## config.mk

```make
export PLATFORM = sky130hd
export DESIGN_NAME = sha1_message_digest
export DESIGN_NICKNAME = d
export VERILOG_FILES = /design/src/rtl/sha1md_pkg.sv /design/src/rtl/sha1md_round.sv /design/src/rtl/sha1_message_digest.sv
export SDC_FILE = /design/constraint.sdc
export NUM_CORES = 2
export LEC_CHECK = 0
export ABC_CLOCK_PERIOD_IN_PS = 29100
export CAP_MARGIN = 0
export CORE_MARGIN = 5
export CORE_UTILIZATION = 49
export CTS_CLUSTER_DIAMETER = 50
export DETAILED_ROUTE_END_ITERATION = 8
export DONT_BUFFER_PORTS = 1
export PLACE_DENSITY = 0.61
export SLEW_MARGIN = 20
export SYNTH_ARGS = -nofsm -noshare
export SYNTH_HDL_FRONTEND = slang
export SYNTH_SLANG_ARGS = --single-unit
```

## constraint.sdc

```tcl
create_clock -name clk_i -period 29.1 [get_ports clk_i]
set_clock_uncertainty 0.15 [all_clocks]
set_input_delay 8.73 -clock clk_i [delete_from_list [all_inputs] [get_ports clk_i]]
set_output_delay 8.73 -clock clk_i [all_outputs]
set_load 0.02 [all_outputs]
```

## src/rtl/sha1md_pkg.sv

```systemverilog
// ----------------------------------------------------------------------------
// sha1md_pkg
// Shared types, constants and helpers for the SHA-1 message digest block.
// ----------------------------------------------------------------------------
package sha1md_pkg;

  localparam int unsigned ChainWords = 5;
  localparam int unsigned ChainAw    = 3;
  localparam int unsigned Rounds     = 80;

  localparam logic [31:0] K0 = 32'h5A827999;
  localparam logic [31:0] K1 = 32'h6ED9EBA1;
  localparam logic [31:0] K2 = 32'h8F1BBCDC;
  localparam logic [31:0] K3 = 32'hCA62C1D6;

  localparam logic [7:0]  PAD_BYTE     = 8'h80;
  localparam logic [5:0]  POS_LAST     = 6'd63;
  localparam logic [5:0]  POS_PRE_LEN  = 6'd55;
  localparam logic [2:0]  CI_LAST      = 3'd5;
  localparam logic [2:0]  WORD_LAST    = 3'd4;
  localparam logic [6:0]  ROUND_LAST   = 7'd79;

  typedef enum logic [2:0] {
    ST_IDLE,
    ST_LOAD,
    ST_ROUND,
    ST_ADD,
    ST_PAD,
    ST_LEN,
    ST_OUT_RD,
    ST_OUT_LD
  } state_e;

  typedef struct packed {
    logic [31:0] a;
    logic [31:0] b;
    logic [31:0] c;
    logic [31:0] d;
    logic [31:0] e;
  } work_t;

  // word 15 is the oldest (front of the schedule window)
  typedef logic [15:0][31:0] sched_t;

  function automatic logic [31:0] chain_iv(input logic [ChainAw-1:0] idx);
    logic [31:0] v;
    case (idx)
      3'd0: v = 32'h67452301;
      3'd1: v = 32'hEFCDAB89;
      3'd2: v = 32'h98BADCFE;
      3'd3: v = 32'h10325476;
      3'd4: v = 32'hC3D2E1F0;
      default: v = 32'h0;
    endcase
    return v;
  endfunction

  function automatic logic [31:0] rotl(input logic [31:0] v, input int unsigned n);
    return (v << n) | (v >> (32 - n));
  endfunction

endpackage

```

## src/rtl/sha1md_round.sv

```systemverilog
// ----------------------------------------------------------------------------
// sha1md_round
// One SHA-1 round: working-word update and next message schedule word.
// ----------------------------------------------------------------------------
module sha1md_round (
  input  sha1md_pkg::work_t  work_i,
  input  logic [6:0]         round_i,
  input  sha1md_pkg::sched_t sched_i,
  output sha1md_pkg::work_t  work_o,
  output logic [31:0]        sched_new_o
);

  logic [31:0] f;
  logic [31:0] k;

  always_comb begin
    if (round_i < 7'd20) begin
      f = work_i.d ^ (work_i.b & (work_i.c ^ work_i.d));
      k = sha1md_pkg::K0;
    end else if (round_i < 7'd40) begin
      f = work_i.b ^ work_i.c ^ work_i.d;
      k = sha1md_pkg::K1;
    end else if (round_i < 7'd60) begin
      f = (work_i.b & work_i.c) | (work_i.d & (work_i.b | work_i.c));
      k = sha1md_pkg::K2;
    end else begin
      f = work_i.b ^ work_i.c ^ work_i.d;
      k = sha1md_pkg::K3;
    end
  end

  always_comb begin
    work_o.a = sha1md_pkg::rotl(work_i.a, 5) + f + work_i.e + k + sched_i[15];
    work_o.b = work_i.a;
    work_o.c = sha1md_pkg::rotl(work_i.b, 30);
    work_o.d = work_i.c;
    work_o.e = work_i.d;
  end

  // w[r+16] = rotl1(w[r+13] ^ w[r+8] ^ w[r+2] ^ w[r])
  assign sched_new_o = sha1md_pkg::rotl(sched_i[2] ^ sched_i[7] ^ sched_i[13] ^ sched_i[15], 1);

endmodule

```

## src/rtl/sha1_message_digest.sv

```systemverilog
// ----------------------------------------------------------------------------
// sha1_message_digest
// Byte-serial SHA-1: packs bytes into the block window, compresses each full
// block, pads the message and streams out the five digest words.
// ----------------------------------------------------------------------------
// Throughput: one byte per cycle while filling, stalled while a block is in work;
//   each 64-byte block then passes through chain read, the rounds and write-back.
// Message end: padding shifts in one byte per cycle (up to 64), then the
//   length, then one or two compressions, then a read and a load per digest word.
// The chain words live in a 5-entry RAM with a registered read port.
// Reset: asynchronous, active low; chain valid bits clear so unwritten
//   entries read as the SHA-1 initial values. The same clear follows each digest.
module sha1_message_digest (
  input  logic        clk_i,
  input  logic        rst_ni,
  input  logic        s_axis_tvalid,
  output logic        s_axis_tready,
  input  logic [7:0]  s_axis_tdata,   // [7:0] data_byte
  input  logic        s_axis_tlast,   // final_byte
  output logic        m_axis_tvalid,
  input  logic        m_axis_tready,
  output logic [31:0] m_axis_tdata,   // [31:0] digest_word
  output logic [2:0]  m_axis_tuser,   // [2:0] word_number
  output logic        m_axis_tlast    // digest_done
);

  sha1md_pkg::state_e state_q, state_d;

  logic [5:0]  pos_q, pos_d;
  logic [60:0] msg_q, msg_d;
  logic        fin_q, fin_d;
  logic        mark_q, mark_d;
  logic        last_q, last_d;
  logic [2:0]  ci_q, ci_d;
  logic [6:0]  rnd_q, rnd_d;
  logic [2:0]  wi_q, wi_d;
  logic [4:0]  cvalid_q, cvalid_d;
  logic        m_valid_q, m_valid_d;

  sha1md_pkg::sched_t blk_q, blk_d;
  sha1md_pkg::work_t  work_q, work_d, work_rnd;
  logic [31:0]        sched_new;
  logic [31:0]        m_data_q, m_data_d;
  logic [2:0]         m_num_q, m_num_d;

  logic [31:0] chain_mem [sha1md_pkg::ChainWords];
  logic [31:0] mem_rd_q;
  logic [2:0]  rd_idx_q;
  logic        mem_re;
  logic [2:0]  mem_ra;
  logic        mem_we;
  logic [31:0] mem_wd;
  logic [31:0] rd_eff;

  logic        s_acc;
  logic        m_acc;
  logic        byte_en;
  logic [7:0]  byte_v;

  assign s_axis_tready = (state_q == sha1md_pkg::ST_IDLE);
  assign s_acc         = s_axis_tvalid & s_axis_tready;
  assign m_acc         = m_valid_q & m_axis_tready;

  assign m_axis_tvalid = m_valid_q;
  assign m_axis_tdata  = m_data_q;
  assign m_axis_tuser  = m_num_q;
  assign m_axis_tlast  = (m_num_q == sha1md_pkg::WORD_LAST);

  assign rd_eff = cvalid_q[rd_idx_q] ? mem_rd_q : sha1md_pkg::chain_iv(rd_idx_q);

  sha1md_round u_round (
    .work_i      (work_q),
    .round_i     (rnd_q),
    .sched_i     (blk_q),
    .work_o      (work_rnd),
    .sched_new_o (sched_new)
  );

  // next state
  always_comb begin
    state_d = state_q;
    case (state_q)
      sha1md_pkg::ST_IDLE: begin
        if (s_acc) begin
          if (pos_q == sha1md_pkg::POS_LAST) begin
            state_d = sha1md_pkg::ST_LOAD;
          end else if (s_axis_tlast) begin
            state_d = sha1md_pkg::ST_PAD;
          end
        end
      end
      sha1md_pkg::ST_LOAD: begin
        if (ci_q == sha1md_pkg::CI_LAST) state_d = sha1md_pkg::ST_ROUND;
      end
      sha1md_pkg::ST_ROUND: begin
        if (rnd_q == sha1md_pkg::ROUND_LAST) state_d = sha1md_pkg::ST_ADD;
      end
      sha1md_pkg::ST_ADD: begin
        if (ci_q == sha1md_pkg::CI_LAST) begin
          if (last_q) begin
            state_d = sha1md_pkg::ST_OUT_RD;
          end else if (fin_q) begin
            state_d = sha1md_pkg::ST_PAD;
          end else begin
            state_d = sha1md_pkg::ST_IDLE;
          end
        end
      end
      sha1md_pkg::ST_PAD: begin
        if (pos_q == sha1md_pkg::POS_PRE_LEN) begin
          state_d = sha1md_pkg::ST_LEN;
        end else if (pos_q == sha1md_pkg::POS_LAST) begin
          state_d = sha1md_pkg::ST_LOAD;
        end
      end
      sha1md_pkg::ST_LEN: begin
        state_d = sha1md_pkg::ST_LOAD;
      end
      sha1md_pkg::ST_OUT_RD: begin
        if (!m_valid_q || m_acc) state_d = sha1md_pkg::ST_OUT_LD;
      end
      sha1md_pkg::ST_OUT_LD: begin
        if (wi_q == sha1md_pkg::WORD_LAST) begin
          state_d = sha1md_pkg::ST_IDLE;
        end else begin
          state_d = sha1md_pkg::ST_OUT_RD;
        end
      end
      default: state_d = sha1md_pkg::ST_IDLE;
    endcase
  end

  // datapath and counters
  always_comb begin
    pos_d     = pos_q;
    msg_d     = msg_q;
    fin_d     = fin_q;
    mark_d    = mark_q;
    last_d    = last_q;
    ci_d      = ci_q;
    rnd_d     = rnd_q;
    wi_d      = wi_q;
    cvalid_d  = cvalid_q;
    m_valid_d = m_valid_q & ~m_acc;
    blk_d     = blk_q;
    work_d    = work_q;
    m_data_d  = m_data_q;
    m_num_d   = m_num_q;
    mem_re    = 1'b0;
    mem_ra    = ci_q;
    mem_we    = 1'b0;
    mem_wd    = rd_eff + work_q.a;
    byte_en   = 1'b0;
    byte_v    = s_axis_tdata;

    case (state_q)
      sha1md_pkg::ST_IDLE: begin
        if (s_acc) begin
          byte_en = 1'b1;
          msg_d   = msg_q + 61'd1;
          if (s_axis_tlast) fin_d = 1'b1;
        end
      end
      sha1md_pkg::ST_LOAD: begin
        mem_re = (ci_q != sha1md_pkg::CI_LAST);
        ci_d   = ci_q + 3'd1;
        if (ci_q != 3'd0) begin
          work_d = '{a: work_q.b, b: work_q.c, c: work_q.d, d: work_q.e, e: rd_eff};
        end
      end
      sha1md_pkg::ST_ROUND: begin
        work_d = work_rnd;
        blk_d  = {blk_q[14:0], sched_new};
        rnd_d  = rnd_q + 7'd1;
      end
      sha1md_pkg::ST_ADD: begin
        mem_re = (ci_q != sha1md_pkg::CI_LAST);
        ci_d   = ci_q + 3'd1;
        if (ci_q != 3'd0) begin
          mem_we             = 1'b1;
          cvalid_d[rd_idx_q] = 1'b1;
          work_d = '{a: work_q.b, b: work_q.c, c: work_q.d, d: work_q.e, e: work_q.a};
        end
      end
      sha1md_pkg::ST_PAD: begin
        byte_en = 1'b1;
        byte_v  = mark_q ? 8'h00 : sha1md_pkg::PAD_BYTE;
        mark_d  = 1'b1;
      end
      sha1md_pkg::ST_LEN: begin
        blk_d  = {blk_q[13:0], msg_q, 3'b000};
        last_d = 1'b1;
        pos_d  = 6'd0;
      end
      sha1md_pkg::ST_OUT_RD: begin
        mem_re = 1'b1;
        mem_ra = wi_q;
      end
      sha1md_pkg::ST_OUT_LD: begin
        m_data_d  = rd_eff;
        m_num_d   = wi_q;
        m_valid_d = 1'b1;
        wi_d      = wi_q + 3'd1;
        if (wi_q == sha1md_pkg::WORD_LAST) begin
          wi_d     = 3'd0;
          cvalid_d = '0;
          pos_d    = 6'd0;
          msg_d    = '0;
          fin_d    = 1'b0;
          mark_d   = 1'b0;
          last_d   = 1'b0;
        end
      end
      default: ;
    endcase

    if (byte_en) begin
      blk_d = {blk_q[15][23:0], blk_q[14:0], byte_v};
      pos_d = pos_q + 6'd1;
    end

    if (state_d != state_q) begin
      ci_d  = 3'd0;
      rnd_d = 7'd0;
    end
  end

  always_ff @(posedge clk_i or negedge rst_ni) begin
    if (!rst_ni) begin
      state_q   <= sha1md_pkg::ST_IDLE;
      pos_q     <= '0;
      msg_q     <= '0;
      fin_q     <= 1'b0;
      mark_q    <= 1'b0;
      last_q    <= 1'b0;
      ci_q      <= '0;
      rnd_q     <= '0;
      wi_q      <= '0;
      cvalid_q  <= '0;
      m_valid_q <= 1'b0;
    end else begin
      state_q   <= state_d;
      pos_q     <= pos_d;
      msg_q     <= msg_d;
      fin_q     <= fin_d;
      mark_q    <= mark_d;
      last_q    <= last_d;
      ci_q      <= ci_d;
      rnd_q     <= rnd_d;
      wi_q      <= wi_d;
      cvalid_q  <= cvalid_d;
      m_valid_q <= m_valid_d;
    end
  end

  always_ff @(posedge clk_i) begin
    blk_q    <= blk_d;
    work_q   <= work_d;
    m_data_q <= m_data_d;
    m_num_q  <= m_num_d;
  end

  // chain word RAM, registered read
  always_ff @(posedge clk_i) begin
    if (mem_we) begin
      chain_mem[rd_idx_q] <= mem_wd;
    end
    if (mem_re) begin
      mem_rd_q <= chain_mem[mem_ra];
      rd_idx_q <= mem_ra;
    end
  end

  a_last_is_word4: assert property (@(posedge clk_i) disable iff (!rst_ni)
    m_axis_tvalid && m_axis_tlast |-> m_axis_tuser == sha1md_pkg::WORD_LAST)
    else $error("digest_done on wrong word");

  a_no_overwrite: assert property (@(posedge clk_i) disable iff (!rst_ni)
    state_q == sha1md_pkg::ST_OUT_LD |-> !m_valid_q)
    else $error("output beat overwritten");

  a_full_block: assert property (@(posedge clk_i) disable iff (!rst_ni)
    s_acc && pos_q == sha1md_pkg::POS_LAST |=> state_q == sha1md_pkg::ST_LOAD)
    else $error("full block not compressed");

  a_round_range: assert property (@(posedge clk_i) disable iff (!rst_ni)
    state_q == sha1md_pkg::ST_ROUND |-> rnd_q <= sha1md_pkg::ROUND_LAST)
    else $error("round counter out of range");

  a_len_pos: assert property (@(posedge clk_i) disable iff (!rst_ni)
    state_q == sha1md_pkg::ST_LEN |-> pos_q == 6'd56 && mark_q)
    else $error("length inserted at wrong position");

endmodule
```

* Word level (Yosys, flattened, before mapping)
Memory sizes are Yosys's and may differ from the RTL's. A register that Yosys moved wholly into a read port is not among the register bits.
Index checks and enable logic that the tools add are counted.
** Cells by class
- $add $sub $neg :: 10
- $mul :: 0
- Div/mod/pow operators :: 0
- Order comparisons :: 5
- Equality and inequality tests :: 25
- Shifts and indexed selects :: 0
- Mux-type cells :: 61
- Bitwise logic cells :: 20
- Reductions and logical operators :: 23
** Operators by type and width (count)
- $pmux 512 s2 :: 1
- $mux 512 :: 1
- $pmux 160 s3 :: 1
- $mux 160 :: 2
- $xor 32x32->32 :: 7
- $mux 32 :: 6
- $add 32x32->32 :: 5
- $pmux 32 s5 :: 1
- $mux 61 :: 2
- $pmux 61 s2 :: 1
- $and 32x32->32 :: 3
- $or 32x32->32 :: 2
- $add 61x1->61 const B :: 1
- $mux 3 :: 16
- $or 32x1->32 :: 1
- $or 32x30->32 :: 1
- $or 32x5->32 :: 1
- $mux 31 :: 1
- $eq 3x3->1 const B :: 8
- $pmux 3 s8 :: 1
- $mux 8 :: 2
- $lt 7x6->1 const B :: 2
- $mux 7 :: 2
- $eq 3x2->1 const B :: 4
- other kinds (34) :: 72
** Word-level totals
- Register bits :: 802
- Bits in latches :: 0
- Memory bits (writable) :: 160
- ROM bits :: 0
- Bits of input ports :: 13
- Output and inout port bits :: 38
- Logic and storage cells :: 180
- Memories :: 1
** Memory list
- chain_mem :: words 5, width 32, read ports 1, clocked after memory_dff 1, wr ports 1, RTL line sha1_message_digest.sv:46 : logic [31:0] chain_mem [sha1md_pkg::ChainWords];

* Longest topological paths before layout
- Word-level depth :: 11
- Mapped depth :: 21
- Gate-level depth less buffers :: 20

* Modules after synthesis
Synthesis repeated with hierarchy kept, for this count alone.
** Unflattened totals
- Cell total of the unflattened synthesis :: 5386
- Area total of the unflattened synthesis :: 54368.4 µm²
** Modules (own cells, without submodules)
- sha1_message_digest :: times used 1, cells an instance 4522, area each 46925.0 µm², sequential area each 29388.2 µm²
- sha1md_round :: times used 1, cells an instance 864, area each 7443.4 µm², sequential area each 0.0 µm²

* Worst setup path before layout
OpenSTA, ideal clock, no wires.
- Path kind :: input to register
- From :: input s_axis_tvalid
- To :: register blk_q[0] (netlist name), enable pin
- Setup time :: 4.929 ns
- Arrival time :: 21.028 ns
- Required time :: 24.021 ns
- Slack :: 2.993 ns
- Stages :: 5
- Path buffers :: 3
- Cell sequence :: o21ai_0 > clkbuf_1 > clkbuf_1 > clkbuf_1 > nand3_1
** On the way
- Longest elaborated chain between the ends :: 4
** Ends and longest elaborated chain
- from (decl) :: RTL line sha1_message_digest.sv:16 : input logic s_axis_tvalid,
- $and 1x1->1 :: RTL line sha1_message_digest.sv:61 : assign s_acc = s_axis_tvalid & s_axis_tready;
- $mux 1 :: RTL line sha1_message_digest.sv:158 : if (s_acc) begin
- $pmux 1 s2 :: RTL line sha1_message_digest.sv:156 : case (state_q)
- $reduce_bool 3->1 (no line)
- to (signal assigned) :: RTL line sha1_message_digest.sv:257 : blk_q <= blk_d;
- to (decl) :: RTL line sha1_message_digest.sv:40 : sha1md_pkg::sched_t blk_q, blk_d;
Every way passes these cells.
A chain may end at the register's enable or synchronous reset.

* Worst setup path in the final report
- From :: input s_axis_tvalid
- To :: register blk_q[95] (netlist name), enable pin
The elaborated chain is that of the path after synthesis.

==> results.sh <==
export IMPL_instances_no_fill=6882
export IMPL_routed_via_density=5.65
export IMPL_finalMaxSlewViolations=0
export IMPL_root_buffer="clkbuf_16"
export IMPL_vias=38900
export IMPL_hp_class="reg -> reg"
export IMPL_cp_arrival_ns=12.62
export IMPL_synth_area_per_cell_um2=9.72
export IMPL_synth_seq_cells=994
export IMPL_gp_congestion=0.870
export IMPL_cp_start_kind="input port"
export IMPL_final_util_pct=54.2
export IMPL_setup_viol=0
export IMPL_antenna_found_initial=3
export IMPL_crit_start="s_axis_tvalid"
export IMPL_synth_edf_count=902
export IMPL_period_minus_slack_ns=12.42
export IMPL_cts_setup_buffers=0
export IMPL_rsz0062_at_grt="no"
export IMPL_rr_worst_depth=20
export IMPL_drive_gt1_share_pct=5.82
export IMPL_worstHoldStart="cvalid_q[3]$_DFFE_PN0P_"
export IMPL_total_leakage_power_nw=24.0
export IMPL_drt_pass1_iterations=6
export IMPL_hold_viol_final=0
export IMPL_ir_drop_mv=0.0590
export IMPL_yosysMostFrequentCell="nand2_1"
export IMPL_finalCritPeriodShare_pct=42.7
export IMPL_synth_fp_nets=5709
export IMPL_seq_area_frac_synth_pct=55.0
export IMPL_hold_buffers=0
export IMPL_insertion_delay_ns=0.74
export IMPL_yosysWarnings=0
export IMPL_dpl_cell_area_um2=54600
export IMPL_cts_max_level=4
export IMPL_power_density_nw_per_um2=53.4
export IMPL_gr_usage_all_layers_pct=23.4
export IMPL_postSynth_asyncResetShare_pct=9.26
export IMPL_cp_max_fo=84
export IMPL_critical_path_class="in -> reg"
export IMPL_synth_distinct_cells=84
export IMPL_netlist_area_leader_share_pct=50.7
export IMPL_synthCells=5500
export IMPL_synth_commonest_cells="nand2_1, edfxtp_1, nor2_1"
export IMPL_clockBufferDepth=3
export IMPL_ys_flop_type="edfxtp_1"
export IMPL_start_util_pct=49.2
export IMPL_portBuffers=0
export IMPL_worst_r2r_endpoint="work_q[157]$_DFFE_PP_"
export IMPL_tns_ns=0
export IMPL_fp_dieH_um=340
export IMPL_yosysTopAreaCell="edfxtp_1"
export IMPL_cts_repair_resized=0
export IMPL_status="complete, no violations"
export IMPL_critPathCaptureType="flop"
export IMPL_drt_wl_total_mm=138
export IMPL_fillerInstances=9693
export IMPL_die_area_um2=116000
export IMPL_drc_errors=0
export IMPL_p_total_mw=3.15
export IMPL_syn_to_final_growth_pct=10.2
export IMPL_ant_nets=0
export IMPL_coreArea_um2=109000
export IMPL_cp_required_ns=29.29
export IMPL_dp_cells=6643
export IMPL_drv_cap=0
export IMPL_dp_hpwl_mm=91.9
export IMPL_stdcell_area_um2=58900
export IMPL_io_pins=51
export IMPL_fmax_ghz=0.0805
export IMPL_tightest_slew_ns=1.20
export IMPL_cts_buffers=131
export IMPL_cts_tree="done"
export IMPL_antenna_cells=0
export IMPL_rows=121
export IMPL_max_slew_margin_pct=20.1
export IMPL_timing_rr_start="rnd_q[4]$_DFFE_PN0P_"
export IMPL_min_path_cells=2
export IMPL_cts_sinks=994
export IMPL_hold_end="cvalid_q[3]$_DFFE_PN0P_"
export IMPL_nets=5571
export IMPL_synth_area_leaders="edfxtp_1, nand2_1, a31oi_1"
export IMPL_grt_overflow_total=0
export IMPL_grt_pass1_wl_mm=215
export IMPL_r2r_slack_ns=21.60
export IMPL_grt_max_degree=226
export IMPL_cts_clk_slew_worst_paths_ns=0.05
export IMPL_drtIter0Drc=3644
export IMPL_synthesis_area_um2=53500
export IMPL_grt_pass1_vias=36900
export IMPL_wire_per_inst_um=20.1
export IMPL_chipWidth_um=340
-- layer usage --
metal	vias to the layer above	wire length, µm	track usage (%)
met1	18900	60700	32.1
li1	18800	-	-
met3	195	6760	3.18
met2	965	67200	39.0
met4	2	3460	6.99
met5	-	12	0
-- power by group --
part	leakage [nW]	total, mW	internal [mW]	switching (mW)
sequential	10.7	1.54	1.54	0
clock	2.08	1.61	0.974	0.636
combinational	11.2	0.000308	0.0000656	0.000231
total	24.0	3.15	2.51	0.637
-- cell families after synthesis --
logic type               after synthesis  share of synthesized area (%)
XOR/XNOR                             218                           3.57
adder cells (fa/ha/maj)              196                           6.17
AND/OR/NAND/NOR                     2359                           17.6
flip-flops                           994                           55.0
AO/OA/AOI/OAI                       1073                           12.3
multiplexers                          60                           1.19
buffers and inverters                600                           4.22
-- registers in the layout, indices dropped and copies added (netlist names), 3 cells and up --
register and flops:
m_axis_tdata 32, msg_q 61, m_axis_tuser 3, blk_q 512
cvalid_q 5, pos_q 6, work_q 160, rnd_q 7
ci_q 3, chain_mem 160, wi_q 3, mem_rd_q 32
state_q 3, rd_idx_q 3
-- layout by cell type (no fill, tap or decap), drive strengths merged, types with 5 or more instances in the layout --
cell	instances
mux2i	39
a211oi	12
a21boi	5
nor2	646
a21o	44
nor2b	23
mux2	20
fa	113
nor3	18
dfrtp	92
nand2	1501
and4	7
a222oi	17
o311ai	5
clkinvlp	5
clkbuf	173
and2	8
xor2	64
o21bai	11
nand4	19
ha	83
o31ai	5
xnor2	154
or3	14
bufinv	12
o21a	30
clkinv	33
edfxtp	902
inv	284
nand3	69
o22ai	18
a31oi	495
o21ai	245
a21oi	140
o211ai	10
buf	61
nand2b	15
nor3b	5
and3	20
-- through the flow --
stage	worst slack, ns	hold WS [ns]
global placement	15.92	0.322
finish	16.68	0.352
CTS	16.73	0.357
detailed placement	15.93	0.347
floorplan	2.99	0.307
global route	16.43	0.378
-- worst max path at each step --
stage | slack (ns) | to
CTS | 16.73 | blk_q[203]$_DFFE_PP_
finish | 16.68 | blk_q[95]$_DFFE_PP_
detailed placement | 15.93 | blk_q[83]$_DFFE_PP_
global placement | 15.92 | blk_q[259]$_DFFE_PP_
floorplan | 2.99 | blk_q[0]$_DFFE_PP_
global route | 16.43 | blk_q[259]$_DFFE_PP_
-- final cells by class --
class / count / area [µm²] / share of cell area (%)
repair buffers: 61 / 499 / 0.847
inverters: 268 / 1010 / 1.71
clock inverters: 66 / 748 / 1.27
well taps: 1414 / 1770 / 3.00
clock buffers: 173 / 3550 / 6.03
multi-input cells: 3906 / 22000 / 37.3
flip-flops and latches: 994 / 29400 / 49.9
-- worst max-delay path, cell delays in order --
cell and delay [ns]:
o21ai_4 0.04, buf_4 0.36, nand3_4 0.77, buf_4 0.79, buf_4 0.76, buf_4 0.94
Power figures use the tool's default switching activity.
